**src/ncr_pkg.sv**
```systemverilog
`default_nettype none
package ncr_pkg;

	localparam int QUEUE_DEPTH = 4;
	localparam int QUEUE_PTR_W = $clog2(QUEUE_DEPTH);
	localparam int QUEUE_CNT_W = $clog2(QUEUE_DEPTH + 1);

	localparam int CODE_W = 31;
	localparam int CFG_INDEX_W = 1;
	localparam int CFG_DATA_W = 1;

	localparam logic [CFG_INDEX_W-1:0] REG_KEEP_BUILTIN = 1'b0;
	localparam logic [CFG_INDEX_W-1:0] REG_ESCAPE_AMP = 1'b1;

	localparam logic [7:0] CH_AMP = 8'h26;
	localparam logic [7:0] CH_HASH = 8'h23;
	localparam logic [7:0] CH_X = 8'h78;
	localparam logic [7:0] CH_SEMI = 8'h3b;

	// One request for the back end: the pieces of output in the order they are written.
	typedef struct packed {
		logic amp_plain;
		logic amp;
		logic hash;
		logic hexx;
		logic ref_en;
		logic ref_hex;
		logic [CODE_W-1:0] code;
		logic fresh_en;
		logic [7:0] fresh;
	} cmd_t;

endpackage
`default_nettype wire

```
**src/ncr_front.sv**
```systemverilog
`default_nettype none
module ncr_front import ncr_pkg::*; (
	input wire logic clk,
	input wire logic arst_n,
	input wire logic accept,
	input wire logic [7:0] in_byte,
	input wire logic end_of_stream,
	output logic push,
	output cmd_t push_cmd
);

	typedef enum logic [2:0] {
		MODE_IDLE,
		MODE_AMP,
		MODE_HASH,
		MODE_HEXX,
		MODE_DEC,
		MODE_HEX
	} mode_t;

	mode_t mode_q, mode_d;
	logic [CODE_W-1:0] acc_q, acc_d;
	cmd_t cmd;

	logic is_digit, is_upper, is_lower, is_alnum, is_hex;
	logic [3:0] hex_val;
	logic [34:0] prod;
	logic [35:0] sum;
	logic [CODE_W-1:0] acc_next;

	always_comb begin
		is_digit = (in_byte >= 8'h30) && (in_byte <= 8'h39);
		is_upper = (in_byte >= 8'h41) && (in_byte <= 8'h5a);
		is_lower = (in_byte >= 8'h61) && (in_byte <= 8'h7a);
		is_alnum = is_digit || is_upper || is_lower;
		is_hex = is_digit || ((in_byte >= 8'h41) && (in_byte <= 8'h46))
			|| ((in_byte >= 8'h61) && (in_byte <= 8'h66));
		hex_val = is_digit ? in_byte[3:0] : in_byte[3:0] + 4'd9;
	end

	always_comb begin
		if (mode_q == MODE_HEX) begin
			prod = {acc_q, 4'b0000};
		end else begin
			prod = {1'b0, acc_q, 3'b000} + {3'b000, acc_q, 1'b0};
		end
		sum = {1'b0, prod} + {32'd0, hex_val};
		acc_next = (sum[35:31] != 5'd0) ? {CODE_W{1'b1}} : sum[CODE_W-1:0];
	end

	always_comb begin
		logic do_fresh;
		do_fresh = 1'b0;
		cmd = '0;
		mode_d = mode_q;
		acc_d = acc_q;
		if (end_of_stream) begin
			case (mode_q)
				MODE_AMP: begin
					cmd.amp = 1'b1;
				end
				MODE_HASH: begin
					cmd.amp = 1'b1;
					cmd.hash = 1'b1;
				end
				MODE_HEXX: begin
					cmd.amp = 1'b1;
					cmd.hash = 1'b1;
					cmd.hexx = 1'b1;
				end
				MODE_DEC, MODE_HEX: begin
					cmd.ref_en = 1'b1;
					cmd.ref_hex = (mode_q == MODE_HEX);
					cmd.code = acc_q;
				end
				default: begin
				end
			endcase
			mode_d = MODE_IDLE;
			acc_d = '0;
		end else begin
			case (mode_q)
				MODE_AMP: begin
					if (in_byte == CH_HASH) begin
						mode_d = MODE_HASH;
					end else begin
						cmd.amp_plain = is_alnum;
						cmd.amp = !is_alnum;
						mode_d = MODE_IDLE;
						do_fresh = 1'b1;
					end
				end
				MODE_HASH: begin
					if (is_digit) begin
						acc_d = {27'd0, in_byte[3:0]};
						mode_d = MODE_DEC;
					end else if (in_byte == CH_X) begin
						mode_d = MODE_HEXX;
					end else begin
						cmd.amp = 1'b1;
						cmd.hash = 1'b1;
						mode_d = MODE_IDLE;
						do_fresh = 1'b1;
					end
				end
				MODE_HEXX: begin
					if (is_hex) begin
						acc_d = {27'd0, hex_val};
						mode_d = MODE_HEX;
					end else begin
						cmd.amp = 1'b1;
						cmd.hash = 1'b1;
						cmd.hexx = 1'b1;
						mode_d = MODE_IDLE;
						do_fresh = 1'b1;
					end
				end
				MODE_DEC, MODE_HEX: begin
					if ((mode_q == MODE_DEC && is_digit) || (mode_q == MODE_HEX && is_hex)) begin
						acc_d = acc_next;
					end else begin
						cmd.ref_en = 1'b1;
						cmd.ref_hex = (mode_q == MODE_HEX);
						cmd.code = acc_q;
						mode_d = MODE_IDLE;
						acc_d = '0;
						do_fresh = (in_byte != CH_SEMI);
					end
				end
				default: begin
					mode_d = MODE_IDLE;
					do_fresh = 1'b1;
				end
			endcase
			if (do_fresh) begin
				if (in_byte == CH_AMP) begin
					mode_d = MODE_AMP;
				end else begin
					cmd.fresh_en = 1'b1;
					cmd.fresh = in_byte;
				end
			end
		end
	end

	assign push = accept && (cmd.amp_plain || cmd.amp || cmd.ref_en || cmd.fresh_en);
	assign push_cmd = cmd;

	always_ff @(posedge clk or negedge arst_n) begin
		if (!arst_n) begin
			mode_q <= MODE_IDLE;
			acc_q <= '0;
		end else if (accept) begin
			mode_q <= mode_d;
			acc_q <= acc_d;
		end
	end

endmodule
`default_nettype wire

```
**src/ncr_queue.sv**
```systemverilog
`default_nettype none
module ncr_queue import ncr_pkg::*; (
	input wire logic clk,
	input wire logic arst_n,
	input wire logic push,
	input wire cmd_t push_cmd,
	input wire logic pop,
	output logic full,
	output logic head_valid,
	output cmd_t head_cmd
);

	cmd_t entries_q [QUEUE_DEPTH];
	logic [QUEUE_PTR_W-1:0] wr_ptr_q, rd_ptr_q;
	logic [QUEUE_CNT_W-1:0] count_q;

	assign full = (count_q == QUEUE_CNT_W'(QUEUE_DEPTH));
	assign head_valid = (count_q != '0);
	assign head_cmd = entries_q[rd_ptr_q];

	always_ff @(posedge clk) begin
		if (push) begin
			entries_q[wr_ptr_q] <= push_cmd;
		end
	end

	always_ff @(posedge clk or negedge arst_n) begin
		if (!arst_n) begin
			wr_ptr_q <= '0;
			rd_ptr_q <= '0;
			count_q <= '0;
		end else begin
			if (push) begin
				wr_ptr_q <= wr_ptr_q + QUEUE_PTR_W'(1);
			end
			if (pop) begin
				rd_ptr_q <= rd_ptr_q + QUEUE_PTR_W'(1);
			end
			if (push && !pop) begin
				count_q <= count_q + QUEUE_CNT_W'(1);
			end else if (pop && !push) begin
				count_q <= count_q - QUEUE_CNT_W'(1);
			end
		end
	end

endmodule
`default_nettype wire

```
**src/ncr_back.sv**
```systemverilog
`default_nettype none
module ncr_back import ncr_pkg::*; (
	input wire logic clk,
	input wire logic arst_n,
	input wire logic keep_builtin_refs,
	input wire logic escape_lone_ampersand,
	input wire logic head_valid,
	input wire cmd_t head_cmd,
	output logic pop,
	output logic out_valid,
	input wire logic out_stall,
	output logic [7:0] out_byte,
	output logic last_of_run
);

	logic [7:0] buf_q [8];
	logic [3:0] len_q;
	logic [2:0] idx_q;
	logic busy_q;

	logic [7:0] bytes [8];
	logic [3:0] n;
	logic take, done;

	function automatic logic [7:0] hex_char(input logic [3:0] d);
		return (d < 4'd10) ? (8'h30 + {4'd0, d}) : (8'h57 + {4'd0, d});
	endfunction

	always_comb begin
		logic [CODE_W-1:0] code;
		logic builtin;
		logic [2:0] tail;
		logic [7:0] lead;
		code = head_cmd.code;
		builtin = (code == 31'd38) || (code == 31'd39) || (code == 31'd34)
			|| (code == 31'd60) || (code == 31'd62);
		tail = 3'd0;
		lead = code[7:0];
		for (int k = 0; k < 8; k++) begin
			bytes[k] = 8'h00;
		end
		n = 4'd0;
		if (head_cmd.amp_plain) begin
			bytes[n[2:0]] = CH_AMP;
			n = n + 4'd1;
		end
		if (head_cmd.amp) begin
			bytes[n[2:0]] = CH_AMP;
			n = n + 4'd1;
			if (escape_lone_ampersand) begin
				bytes[n[2:0]] = 8'h61;
				bytes[n[2:0] + 3'd1] = 8'h6d;
				bytes[n[2:0] + 3'd2] = 8'h70;
				bytes[n[2:0] + 3'd3] = CH_SEMI;
				n = n + 4'd4;
			end
		end
		if (head_cmd.hash) begin
			bytes[n[2:0]] = CH_HASH;
			n = n + 4'd1;
		end
		if (head_cmd.hexx) begin
			bytes[n[2:0]] = CH_X;
			n = n + 4'd1;
		end
		if (head_cmd.ref_en) begin
			if (keep_builtin_refs && builtin) begin
				bytes[0] = CH_AMP;
				bytes[1] = CH_HASH;
				if (head_cmd.ref_hex) begin
					bytes[2] = CH_X;
					bytes[3] = hex_char(code[7:4]);
					bytes[4] = hex_char(code[3:0]);
					bytes[5] = CH_SEMI;
					n = 4'd6;
				end else begin
					case (code[5:0])
						6'd34: begin
							bytes[2] = 8'h33;
							bytes[3] = 8'h34;
						end
						6'd38: begin
							bytes[2] = 8'h33;
							bytes[3] = 8'h38;
						end
						6'd39: begin
							bytes[2] = 8'h33;
							bytes[3] = 8'h39;
						end
						6'd60: begin
							bytes[2] = 8'h36;
							bytes[3] = 8'h30;
						end
						default: begin
							bytes[2] = 8'h36;
							bytes[3] = 8'h32;
						end
					endcase
					bytes[4] = CH_SEMI;
					n = 4'd5;
				end
			end else begin
				if (code <= 31'h7F) begin
					tail = 3'd0;
					lead = code[7:0];
				end else if (code <= 31'h7FF) begin
					tail = 3'd1;
					lead = 8'hC0 | {3'b000, code[10:6]};
				end else if (code <= 31'hFFFF) begin
					tail = 3'd2;
					lead = 8'hE0 | {4'b0000, code[15:12]};
				end else if (code <= 31'h1FFFFF) begin
					tail = 3'd3;
					lead = 8'hF0 | {5'b00000, code[20:18]};
				end else if (code <= 31'h3FFFFFF) begin
					tail = 3'd4;
					lead = 8'hF8 | {6'b000000, code[25:24]};
				end else begin
					tail = 3'd5;
					lead = 8'hFC | {7'b0000000, code[30]};
				end
				bytes[0] = lead;
				n = 4'd1;
				for (int i = 4; i >= 0; i--) begin
					if (i < int'(tail)) begin
						bytes[n[2:0]] = 8'h80 | {2'b00, code[6*i +: 6]};
						n = n + 4'd1;
					end
				end
			end
		end
		if (head_cmd.fresh_en) begin
			bytes[n[2:0]] = head_cmd.fresh;
			n = n + 4'd1;
		end
	end

	assign out_valid = busy_q;
	assign out_byte = buf_q[idx_q];
	assign last_of_run = ({1'b0, idx_q} == (len_q - 4'd1));
	assign take = busy_q && !out_stall;
	assign done = take && last_of_run;
	assign pop = head_valid && (!busy_q || done);

	always_ff @(posedge clk) begin
		if (pop) begin
			for (int k = 0; k < 8; k++) begin
				buf_q[k] <= bytes[k];
			end
			len_q <= n;
		end
	end

	always_ff @(posedge clk or negedge arst_n) begin
		if (!arst_n) begin
			busy_q <= 1'b0;
			idx_q <= '0;
		end else if (pop) begin
			busy_q <= 1'b1;
			idx_q <= '0;
		end else if (done) begin
			busy_q <= 1'b0;
			idx_q <= '0;
		end else if (take) begin
			idx_q <= idx_q + 3'd1;
		end
	end

endmodule
`default_nettype wire

```
**src/numeric_char_ref_to_utf8.sv**
```systemverilog
// Channel  | Handshake            | Payload
// input    | in_valid, in_stall   | in_byte, end_of_stream
// output   | out_valid, out_stall | out_byte, last_of_run
// config   | cfg_we               | cfg_index, cfg_data
//
// The front end takes one input byte per cycle while its four-entry request queue has room.
// The back end writes one output byte per cycle while out_stall is low, and an input byte
// expands to 0 to 8 output bytes; each request is registered in the queue and then in the
// back end's byte buffer before its first byte is valid.
// Reset clears the parse mode, the accumulator, the queue and both configuration registers.
// A stalled output holds its byte; the queue then fills and raises in_stall.
`default_nettype none
module numeric_char_ref_to_utf8 import ncr_pkg::*; (
	input wire logic clk,
	input wire logic arst_n,
	input wire logic cfg_we,
	input wire logic [CFG_INDEX_W-1:0] cfg_index,
	input wire logic [CFG_DATA_W-1:0] cfg_data,
	input wire logic in_valid,
	output logic in_stall,
	input wire logic [7:0] in_byte,
	input wire logic end_of_stream,
	output logic out_valid,
	input wire logic out_stall,
	output logic [7:0] out_byte,
	output logic last_of_run
);

	logic keep_builtin_refs_q;
	logic escape_lone_ampersand_q;
	logic accept;
	logic push;
	cmd_t push_cmd;
	logic full;
	logic pop;
	logic head_valid;
	cmd_t head_cmd;

	always_ff @(posedge clk or negedge arst_n) begin
		if (!arst_n) begin
			keep_builtin_refs_q <= 1'b0;
			escape_lone_ampersand_q <= 1'b0;
		end else if (cfg_we) begin
			if (cfg_index == REG_KEEP_BUILTIN) begin
				keep_builtin_refs_q <= cfg_data[0];
			end
			if (cfg_index == REG_ESCAPE_AMP) begin
				escape_lone_ampersand_q <= cfg_data[0];
			end
		end
	end

	assign in_stall = full;
	assign accept = in_valid && !full;

	ncr_front u_front (
		.clk(clk),
		.arst_n(arst_n),
		.accept(accept),
		.in_byte(in_byte),
		.end_of_stream(end_of_stream),
		.push(push),
		.push_cmd(push_cmd)
	);

	ncr_queue u_queue (
		.clk(clk),
		.arst_n(arst_n),
		.push(push),
		.push_cmd(push_cmd),
		.pop(pop),
		.full(full),
		.head_valid(head_valid),
		.head_cmd(head_cmd)
	);

	ncr_back u_back (
		.clk(clk),
		.arst_n(arst_n),
		.keep_builtin_refs(keep_builtin_refs_q),
		.escape_lone_ampersand(escape_lone_ampersand_q),
		.head_valid(head_valid),
		.head_cmd(head_cmd),
		.pop(pop),
		.out_valid(out_valid),
		.out_stall(out_stall),
		.out_byte(out_byte),
		.last_of_run(last_of_run)
	);

endmodule
`default_nettype wire

```
**config.mk**
```make
export PLATFORM = sky130hd
export DESIGN_NAME = numeric_char_ref_to_utf8
export DESIGN_NICKNAME = d
export VERILOG_FILES = /design/src/ncr_pkg.sv /design/src/ncr_front.sv /design/src/ncr_queue.sv /design/src/ncr_back.sv /design/src/numeric_char_ref_to_utf8.sv
export SDC_FILE = /design/constraint.sdc
export NUM_CORES = 1
export LEC_CHECK = 0
export ABC_CLOCK_PERIOD_IN_PS = 4600
export BUFFER_PORTS_ARGS = -buffer_cell sky130_fd_sc_hd__buf_2
export CORE_ASPECT_RATIO = 1.2
export CORE_MARGIN = 4
export CORE_UTILIZATION = 35
export DETAILED_ROUTE_END_ITERATION = 7
export PLACE_DENSITY = 0.59
export SETUP_SLACK_MARGIN = 0.1
export SYNTH_ARGS = -nofsm -noshare
export SYNTH_HDL_FRONTEND = slang
export SYNTH_HIERARCHICAL = 1
export SYNTH_SLANG_ARGS = --single-unit
export TNS_END_PERCENT = 20
```
**constraint.sdc**
```tcl
create_clock -name clk -period 4.6 [get_ports clk]
set_input_delay 0.46 -clock clk [delete_from_list [all_inputs] [get_ports clk]]
set_output_delay 0.46 -clock clk [all_outputs]
set_load 0.02 [all_outputs]
```
# [Word-level counts from Yosys, hierarchy flattened]
# Memories as Yosys holds them, arrays and structs flattened.
# Index checks and enable logic that the tools add are counted.
# Widths: inputs -> output; s select.
[word_totals] register_bits=51 latch_bits=0 mem_bits_rw=248 rom_bits=0 input_bits=16 output_inout_bits=11 elab_cells=341 mem_count=2
[mem_list] name="u_queue.entries_q" depth=4 word_bits=46 rd=1 rd_clocked_by_memory_dff=0 write_ports=1 line_no="ncr_queue.sv:13" source="cmd_t entries_q [QUEUE_DEPTH];"
[mem_list] name="u_back.buf_q" depth=8 word_bits=8 rd=1 rd_clocked_by_memory_dff=0 write_ports=8 line_no="ncr_back.sv:16" source="logic [7:0] buf_q [8];"
[op_classes] n_addsub=25 n_mul=0 div=0 magnitude_cmp=44 n_eq_ne=22 shift=0 mux=146 n_bitwise=34 reduce_logical=58
[op_table] op="$mux 64" count=16
[op_table] op="$bwmux 64" count=5
[op_table] op="$demux 8 s3" count=12
[op_table] op="$mux 8" count=24
[op_table] op="$and 40x40->40" count=4
[op_table] op="$not 40->40" count=4
[op_table] op="$eq 31x6->1 const B" count=5
[op_table] op="$mux 31" count=5
[op_table] op="$mux 33" count=3
[op_table] op="$or 24x24->24" count=4
[op_table] op="$pmux 31 s3" count=1
[op_table] op="$mux 4" count=20
[op_table] op="$or 40x40->40" count=2
[op_table] op="$mux 3" count=19
[op_table] op="$and 24x24->24" count=2
[op_table] op="$ge 4x4->1 const B" count=12
[op_table] op="$lt 4x1->1 const B" count=12
[op_table] op="$mux 48" count=1
[op_table] op="$not 24->24" count=2
[op_table] op="$not 3->4" count=11
[op_table] op="$pmux 11 s4" count=1
[op_table] op="$add 35x4->36" count=1
[op_table] op="$mux 36" count=1
[op_table] op="$add 34x32->35" count=1
[op_table] op="other kinds (60)" count=161

# [Depth between registers and ports, before layout]
# Gate-level depths: netlist of the first run.
# An unclocked memory read counts as a cell.
[depth] ltp_word=40 depth_mapped=21 mapped_depth_nobuf=19

# [Hierarchy]
# The synthesis of the first run kept the hierarchy.
[modules_own_cells] mod="ncr_queue" instances=1 cells_per_inst=274 area_each_um2=7025.5 seq_area_each_um2=5700.5
[modules_own_cells] mod="ncr_back" instances=1 cells_per_inst=674 area_each_um2=6482.5 seq_area_each_um2=2142.1
[modules_own_cells] mod="ncr_front" instances=1 cells_per_inst=750 area_each_um2=5320.1 seq_area_each_um2=850.8
[modules_own_cells] mod="numeric_char_ref_to_utf8" instances=1 cells_per_inst=7 area_each_um2=92.6 seq_area_each_um2=50.0

# [Worst setup path after synthesis of the first run]
# No wires, ideal clock.
[synth_timing] path_type="register to register" start="reg u_back.len_q[0]" end="reg u_queue.count_q[1]" setup_ps=125 arrival_ps=4635 required_ps=4475 slack_ps=-159 path_stages_with_launch=13 path_buffers=0 synth_period_minus_slack_ps=4759 path_cell_list="edfxtp_1 inv_1 ha_1 xnor2_1 nor3_1 inv_1 o21ai_0 and2_1 inv_1 ha_1 inv_1 fa_1 mux2_2"
[synth_between] elab_chain_len=8 word_cells_on_any_way=10 cone_classes="1 x add/sub; 1 x eq/ne; 1 x mux; 7 x reduce/logical"
[synth_lines] element="start: declaration" line_no="ncr_back.sv:17" source="logic [3:0] len_q;"
[synth_lines] element="start signal: assignment" line_no="ncr_back.sv:150" source="len_q <= n;"
[synth_lines] element="$sub 4x1->4 (*)" line_no="ncr_back.sv:140" source="assign last_of_run = ({1'b0, idx_q} == (len_q - 4'd1));"
[synth_lines] element="$eq 3x4->1 (*)" line_no="ncr_back.sv:140"
[synth_lines] element="net last_of_run" line_no="numeric_char_ref_to_utf8.sv:26" source="output logic last_of_run"
[synth_lines] element="$logic_and 1x1->1 (*)" line_no="ncr_back.sv:142" source="assign done = take && last_of_run;"
[synth_lines] element="$logic_or 1x1->1 (*)" line_no="ncr_back.sv:143" source="assign pop = head_valid && (!busy_q || done);"
[synth_lines] element="$logic_and 1x1->1 (*)" line_no="ncr_back.sv:143"
[synth_lines] element="net pop" line_no="numeric_char_ref_to_utf8.sv:35" source="logic pop;"
[synth_lines] element="$logic_not 1->1" line_no="ncr_queue.sv:39" source="if (push && !pop) begin"
[synth_lines] element="$logic_and 1x1->1" line_no="ncr_queue.sv:39"
[synth_lines] element="$mux 3 / $reduce_bool 2->1 (equally long branches)"
[synth_lines] element="end signal: assignment" line_no="ncr_queue.sv:40" source="count_q <= count_q + QUEUE_CNT_W'(1);"
[synth_lines] element="end signal: assignment" line_no="ncr_queue.sv:42" source="count_q <= count_q - QUEUE_CNT_W'(1);"
[synth_lines] element="end: declaration" line_no="ncr_queue.sv:15" source="logic [QUEUE_CNT_W-1:0] count_q;"
# The timed path passes the listed nets; every way through them passes the cells marked *.
# A chain may end at the register's enable or synchronous reset.

==> results of run 1 <==
## cells in the final DEF (no fill, tap or decap), drive strengths merged, types with 23 or more instances in the layout
cell / instances
a31oi: 26
o211ai: 24
and2: 55
xnor2: 40
nand2: 152
o31ai: 23
nand4: 34
nand3: 41
mux2: 45
mux4: 62
mux2i: 37
edfxtp: 252
nor2: 118
a21oi: 90
ha: 60
buf: 176
inv: 49
o21ai: 84
clkbuf: 47
nand2b: 23
dfrtp: 47
nor3: 39
## sequential cells by signal, summed over array words and instances, names as in the netlist, 3 cells and up
| signal | cells |
|---|---|
| u_queue/count_q | 3 |
| u_front/mode_q | 3 |
| u_queue/entries_q | 184 |
| u_front/acc_q | 31 |
| u_back/len_q | 4 |
| u_back/idx_q | 3 |
| u_back/buf_q | 64 |
## layer usage
layer | vias to the layer above | share of wire [%] | global-route usage [%]
li1 | 6810 | - | -
met1 | 7322 | 40 | 24.09
met2 | 440 | 50 | 33.37
met3 | 131 | 4.1 | 1.839
met4 | 0 | 5.7 | 9.796
met5 | - | 0 | 0
## cell families (layout without fill, tap and decap cells)
family,after synthesis,count (layout),share of synthesized area [%]
buf+inv,151,280,3.558
mux,144,144,12.04
compound gates,413,413,14.95
fa+ha+maj,63,63,4.285
other cells,1,2,0.01982
simple gates,573,574,16.12
flops,299,299,46.21
xor+xnor,61,61,2.824
## synthesized netlist by cell type (37+ instances only)
| cell type | instances |
|---|---|
| a21oi_1 | 88 |
| and2_1 | 54 |
| clkbuf_1 | 66 |
| dfrtp_1 | 47 |
| edfxtp_1 | 252 |
| ha_1 | 60 |
| inv_1 | 46 |
| mux2_2 | 43 |
| mux2i_1 | 37 |
| mux4_2 | 62 |
| nand2_1 | 152 |
| nand3_1 | 38 |
| nor2_1 | 118 |
| nor3_1 | 39 |
| o21ai_0 | 79 |
| xnor2_1 | 40 |
## worst max-delay path by stage
stage	cells past startpoint	to	start	slack (ns)
finish	15	u_back/buf_q[1][2]	u_queue/rd_ptr_q[0]	0.18
global route	15	u_back/buf_q[1][4]	u_queue/rd_ptr_q[0]	0.01
CTS	14	u_back/buf_q[3][4]	u_queue/rd_ptr_q[0]	0.07
detailed placement	14	u_back/buf_q[2][2]	u_queue/rd_ptr_q[0]	0.04
global placement	14	u_back/buf_q[2][2]	u_queue/rd_ptr_q[0]	0.04
floorplan	12	u_queue/entries_q[2][0]	in_byte[0]	-0.003
## power by group
| group | leakage [uW] | switching [uW] | internal (uW) |
|---|---|---|---|
| logic | 0.00458 | 3690 | 2490 |
| registers | 0.00298 | 134 | 3430 |
| clock network | 0.000498 | 1010 | 1410 |
| total | 0.00806 | 4840 | 7330 |
## layout make-up
class / instances / area, sq um
fill: 5131 / 31790
multi-input combinational: 1257 / 9639
sequential: 299 / 8748
timing repair buffer: 178 / 1396
clock inverter: 11 / 102.6
inverter: 46 / 172.7
tap: 712 / 890.9
clock buffer: 45 / 898.4
## timing repair
| action | CTS | global route |
|---|---|---|
| endpoints found under the setup margin | 16 | 91 |
| hold buffers | 0 | 0 |
| gates cloned | 0 | 3 |
| pin swaps | 0 | 4 |
| buffers inserted | 0 | 12 |
| resized for setup | 2 | 22 |
## metrics by stage
stage,instances,utilization (%)
4_1_cts,2533,40.27
2_1_floorplan,1706,-
6_report,2548,40.73
3_5_place_dp,2477,38.39
5_1_grt,2548,40.73
3_3_place_gp,2477,38.39
==> impl_metrics.tcl, run 1 <==
set metrics [dict create \
    status "finished, final reports clean" \
    ys.flop_type "edfxtp_1" \
    post_route_cells_drive_above_1_share_pct 21.68 \
    power.total_uw 12180 \
    fmax_ghz 0.2262 \
    dp_hpwl_mm 43.87 \
    syn_to_final_growth_pct 15.47 \
    finalNetCount 1891 \
    regToRegEndpoint "u_back/buf_q[1][2]" \
    antenna_found_initial 0 \
    clk_latency_ns 0.57 \
    synth_top_cell_by_area "edfxtp_1" \
    cts_buffer_depth 3 \
    slew_viol_final 0 \
    crit_family "simple AND/OR/NAND/NOR gates" \
    reg2regPathDepth 15 \
    r2r-start "u_queue/rd_ptr_q[0]" \
    critPathMostFrequentCell "buf_4" \
    grt_pass1_wl_mm 88.17 \
    hp-class "input port to async pin" \
    worst_hold_slack_ns 0.04914 \
    postPlaceCellArea_sq_um 20590 \
    avgSynthCellArea_sq_um 11.10 \
    num_rows 93 \
    cp_max_fo 6 \
    reg2reg_slack_ns 0.18 \
    netlist_instances 1705 \
    yosys-top-cells-area "edfxtp_1 40%, mux4_2 7.4%, dfrtp_1 6.2%" \
    place_ws_ns 0.03646 \
    arrival_ns 4.81 \
    start_util_pct 35.27 \
    grtUsageTotal_pct 19.38 \
    ys_seq_elements 299 \
    cpPeakStageDelay_ns 0.54 \
    synth-edff-count 252 \
    coreArea_sq_um 53640 \
    cp_num_buf_inv 2 \
    fin_crit_ns 4.420 \
    crit_chain "mux4_2 -> ha_1 -> and2_1 -> or4_1 -> nor2_1 -> a211o_1 -> nand2b_1 -> ha_2 -> o31ai_1 -> a31oi_2 -> buf_4 -> nor2b_1 -> and4_1 -> buf_4 -> mux2i_1" \
    tightest_slew_ns 0.9356 \
    crit_required_ns 4.99 \
    viasPerCell 5.770 \
    rsz0062_at_grt "yes" \
    cts_sinks 299 \
    synth.distinct_cells 102 \
    grt_max_degree 71 \
    drt-initial-drc-count 1134 \
    finalInstanceArea_sq_um 21850 \
    hold_viol 0 \
    die_x_microns 220.2 \
    ys_async_sr_fraction_pct 15.72 \
    ir_drop_mv 0.3113 \
    criticalPathCategory "register to register" \
    overflow 0 \
    drv_cap 0 \
    end_kind "register" \
    routed_wl_mm 58.10 \
    crit_path_start_kind "register" \
    grt_pass1_vias 14800 \
    finalSetupViolCount 0 \
    cellPowerDensity_nw_per_um2 557.3 \
    portBuffers 26 \
    routabilityCongestion 1.052 \
    post-route-period-util_pct 96.09 \
    drc 0 \
    dr.pass1.iters 6 \
    synth_top_area_share_pct 39.99 \
    ys_seq_area_share_pct 46.21 \
    die_y_microns 262.7 \
    yosys_warnings 6 \
    via_count 14700 \
    setup_slack_ns 0.1799 \
    tns_ns 0 \
    crit_slowest_cell "or4_1" \
    htree_levels 1 \
    routedWlPerCell_microns 22.80 \
    cts_root_buf "clkbuf_16" \
    clkTransAtPathRegs_ns 0.06 \
    cts_tree "done" \
    n_antenna_cell 0 \
    syn_area_sq_um 18920 \
    postRouteAntennaNets 0 \
    maxSlewHeadroom_pct 37.10 \
    dieArea_sq_um 57860 \
    numCtsBuffers 30 \
    io_pins 27 \
    finClkSkew_ns 0.01912 \
    leakagePower_uw 0.008061 \
]
Power figures use the tool's default switching activity.
==> inputs of run 2 (changes only) <==
--- a/config.mk
+++ b/config.mk
@@ -15,6 +15,5 @@
 export SETUP_SLACK_MARGIN = 0.1
 export SYNTH_ARGS = -nofsm -noshare
 export SYNTH_HDL_FRONTEND = slang
-export SYNTH_HIERARCHICAL = 1
 export SYNTH_SLANG_ARGS = --single-unit
 export TNS_END_PERCENT = 20
==> constraint.sdc (replaced) <==
create_clock -name clk -period 4.6 [get_ports clk]
set_input_delay 0.46 -clock clk [delete_from_list [all_inputs] [get_ports clk]]
set_output_delay 0.46 -clock clk [all_outputs]
set_load 0.05 [all_outputs]
==> impl_metrics.tcl, run 2 <==
set metrics [dict create \
    largest-register "u_queue.entries_q" \
    finClkSkew_ns 0.01275 \
    crit_required_ns 4.91 \
    reg2regPathDepth 13 \
    place_ws_ns -0.05662 \
    end_kind "register" \
    die_x_microns 219.4 \
    grt_pass1_vias 14880 \
    fin_cells 2622 \
    holdBufCountCts 0 \
    avgSynthCellArea_sq_um 10.55 \
    syn_to_final_growth_pct 17.83 \
    grt_max_degree 70 \
    die_y_microns 261.7 \
    finalSetupViolCount 0 \
    portBuffers 26 \
    arrival_ns 4.85 \
    ys_seq_area_share_pct 46.58 \
    synth-simple-area-share_pct 16.64 \
    status "finished, final reports clean" \
    final_cell_mix "252 x edfxtp_1, 147 x nand2_1, 143 x buf_4" \
    clk_latency_ns 0.56 \
    drt-initial-drc-count 1266 \
    synth_common_cells "252 x edfxtp_1, 150 x nand2_1, 148 x nor2_1, 131 x o21ai_0, 114 x a21oi_1" \
    place_inst 2548 \
    leakagePower_uw 0.008049 \
    yosys_warnings 0 \
    fmax_ghz 0.2201 \
    dr.pass1.iters 6 \
    synth-xor-area-share_pct 2.473 \
    cp_max_fo 6 \
    rsz0062_at_grt "yes" \
    cts_root_buf "clkbuf_16" \
    hold_viol 0 \
    reg_top3 "u_queue.entries_q: 184 flops, u_back.buf_q: 64 flops, u_front.acc_q: 31 flops" \
    synth_compound_area_share_pct 16.58 \
    n_antenna_cell 0 \
    num_rows 92 \
    netlist_instances 1779 \
    numCtsBuffers 29 \
    yosys-top-cells-area "edfxtp_1 40%, mux4_2 7.1%, dfrtp_1 6.3%" \
    synth_top_family_by_area "simple AND/OR/NAND/NOR gates" \
    ys_async_sr_fraction_pct 15.72 \
    overflow 0 \
    ys.flop_type "edfxtp_1" \
    synth.distinct_cells 84 \
    postRouteAntennaNets 0 \
    setup_slack_ns 0.05753 \
    drv_cap 0 \
    maxSlewHeadroom_pct 16.64 \
    worst_hold_slack_ns 0.03349 \
    tightest_slew_ns 1.242 \
    grt_pass1_wl_mm 87.70 \
    cts_tree "done" \
    ir_drop_mv 0.4112 \
    dp_hpwl_mm 41.80 \
    htree_levels 1 \
    clkTransAtPathRegs_ns 0.06 \
    cts_sinks 299 \
    synthMuxAreaShare_pct 10.05 \
    fin_crit_ns 4.542 \
    ys_seq_elements 299 \
    drc 0 \
    via_count 15050 \
    routedWlPerCell_microns 21.51 \
    cts_buffer_depth 3 \
    synthMostInstantiatedCell "edfxtp_1" \
    largest_reg_flops 184 \
    slew_viol_final 0 \
    io_pins 27 \
    hp-class "input port to async pin" \
    crit_path_start_kind "register" \
    criticalPathCategory "register to register" \
    finalNetCount 1974 \
    r2r-start "u_queue.rd_ptr_q[0]" \
    synth-edff-count 252 \
    routabilityCongestion 0.9696 \
    synthAdderAreaFrac_pct 4.319 \
    coreArea_sq_um 52840 \
    viasPerCell 5.740 \
    syn_area_sq_um 18770 \
    power.total_uw 11850 \
    start_util_pct 35.53 \
    final_common_cell "edfxtp_1" \
    grtUsageTotal_pct 19.26 \
    reg2reg_slack_ns 0.06 \
    synth_top_cell_by_area "edfxtp_1" \
    finalInstanceArea_sq_um 22120 \
    post_route_cells_drive_above_1_share_pct 21.13 \
    post-route-period-util_pct 98.75 \
    dieArea_sq_um 57420 \
    routed_wl_mm 56.41 \
    cellPowerDensity_nw_per_um2 536.0 \
    postPlaceCellArea_sq_um 20660 \
    antenna_found_initial 0 \
    regToRegEndpoint "u_back.buf_q[5][0]" \
    synth_top_area_share_pct 40.31 \
]
## run 2: where the power goes
| group | switching, uW | leakage (uW) | internal [uW] | total, uW |
|---|---|---|---|---|
| Clock | 992 | 0.000452 | 1330 | 2320 |
| Combinational | 3590 | 0.00466 | 2380 | 5970 |
| Sequential | 137 | 0.00294 | 3430 | 3560 |
| Total | 4720 | 0.00805 | 7130 | 11900 |
## run 2: kinds of logic after synthesis
family                   after synthesis
adder cells (fa/ha/maj)               63
other                                  1
XOR/XNOR                              53
AO/OA/AOI/OAI                        489
flip-flops                           299
buffers and inverters                151
multiplexers                         112
AND/OR/NAND/NOR                      611
## run 2: layer usage
layer  vias up  global-route usage, %  wire (microns)
met5         -                      0               0
met4         0                  7.076            2314
met3       121                  1.989            2304
met2       434                  34.22           28540
met1      7413                  24.29           23250
li1       7081                      -               -
## run 2: timing repair
action,in CTS,in global routing
setup buffers,0,18
pin swaps,1,14
resized for setup,3,86
cloned,1,2
setup endpoints to repair,26,80
## run 2: worst max-delay path by stage
stage	start	end	slack, ns	cells after the start
global route	u_queue.rd_ptr_q[0]	u_back.buf_q[0][6]	-0.05	15
global placement	u_queue.rd_ptr_q[0]	u_back.buf_q[4][1]	0.02	13
finish	u_queue.rd_ptr_q[0]	u_back.buf_q[5][0]	0.06	13
detailed placement	u_queue.rd_ptr_q[0]	u_back.buf_q[4][2]	-0.06	13
CTS	u_queue.rd_ptr_q[0]	u_back.buf_q[6][1]	0.07	14
floorplan	u_front.mode_q[2]	u_front.acc_q[26]	-0.002	17
## run 2: layout make-up
class / instances / area [sq um]
timing repair buffer: 193 / 1587
clock buffer: 37 / 755.7
clock inverter: 16 / 161.4
sequential: 299 / 8748
fill: 5019 / 30720
tap: 705 / 882.1
multi-input combinational: 1332 / 9833
inverter: 40 / 150.1
## run 2: critical path, stage by stage, from the launching register on
cell	delay, ns
dfrtp_4	0.51
buf_6	0.14
buf_12	0.12
mux4_2	0.43
or4_4	0.50
or4_4	0.54
or4_4	0.52
o21ai_4	0.09
ha_4	0.23
a221oi_4	0.38
nor2_2	0.08
and3b_2	0.36
nand2_4	0.10
mux2_2	0.28
## run 2: per-stage QoR
stage	setup TNS [ns]	util (%)
2_1_floorplan	-0.001965	-
3_3_place_gp	0	39.11
3_5_place_dp	-0.1413	39.11
4_1_cts	0	40.93
5_1_grt	-0.2552	41.86
6_report	0	41.86
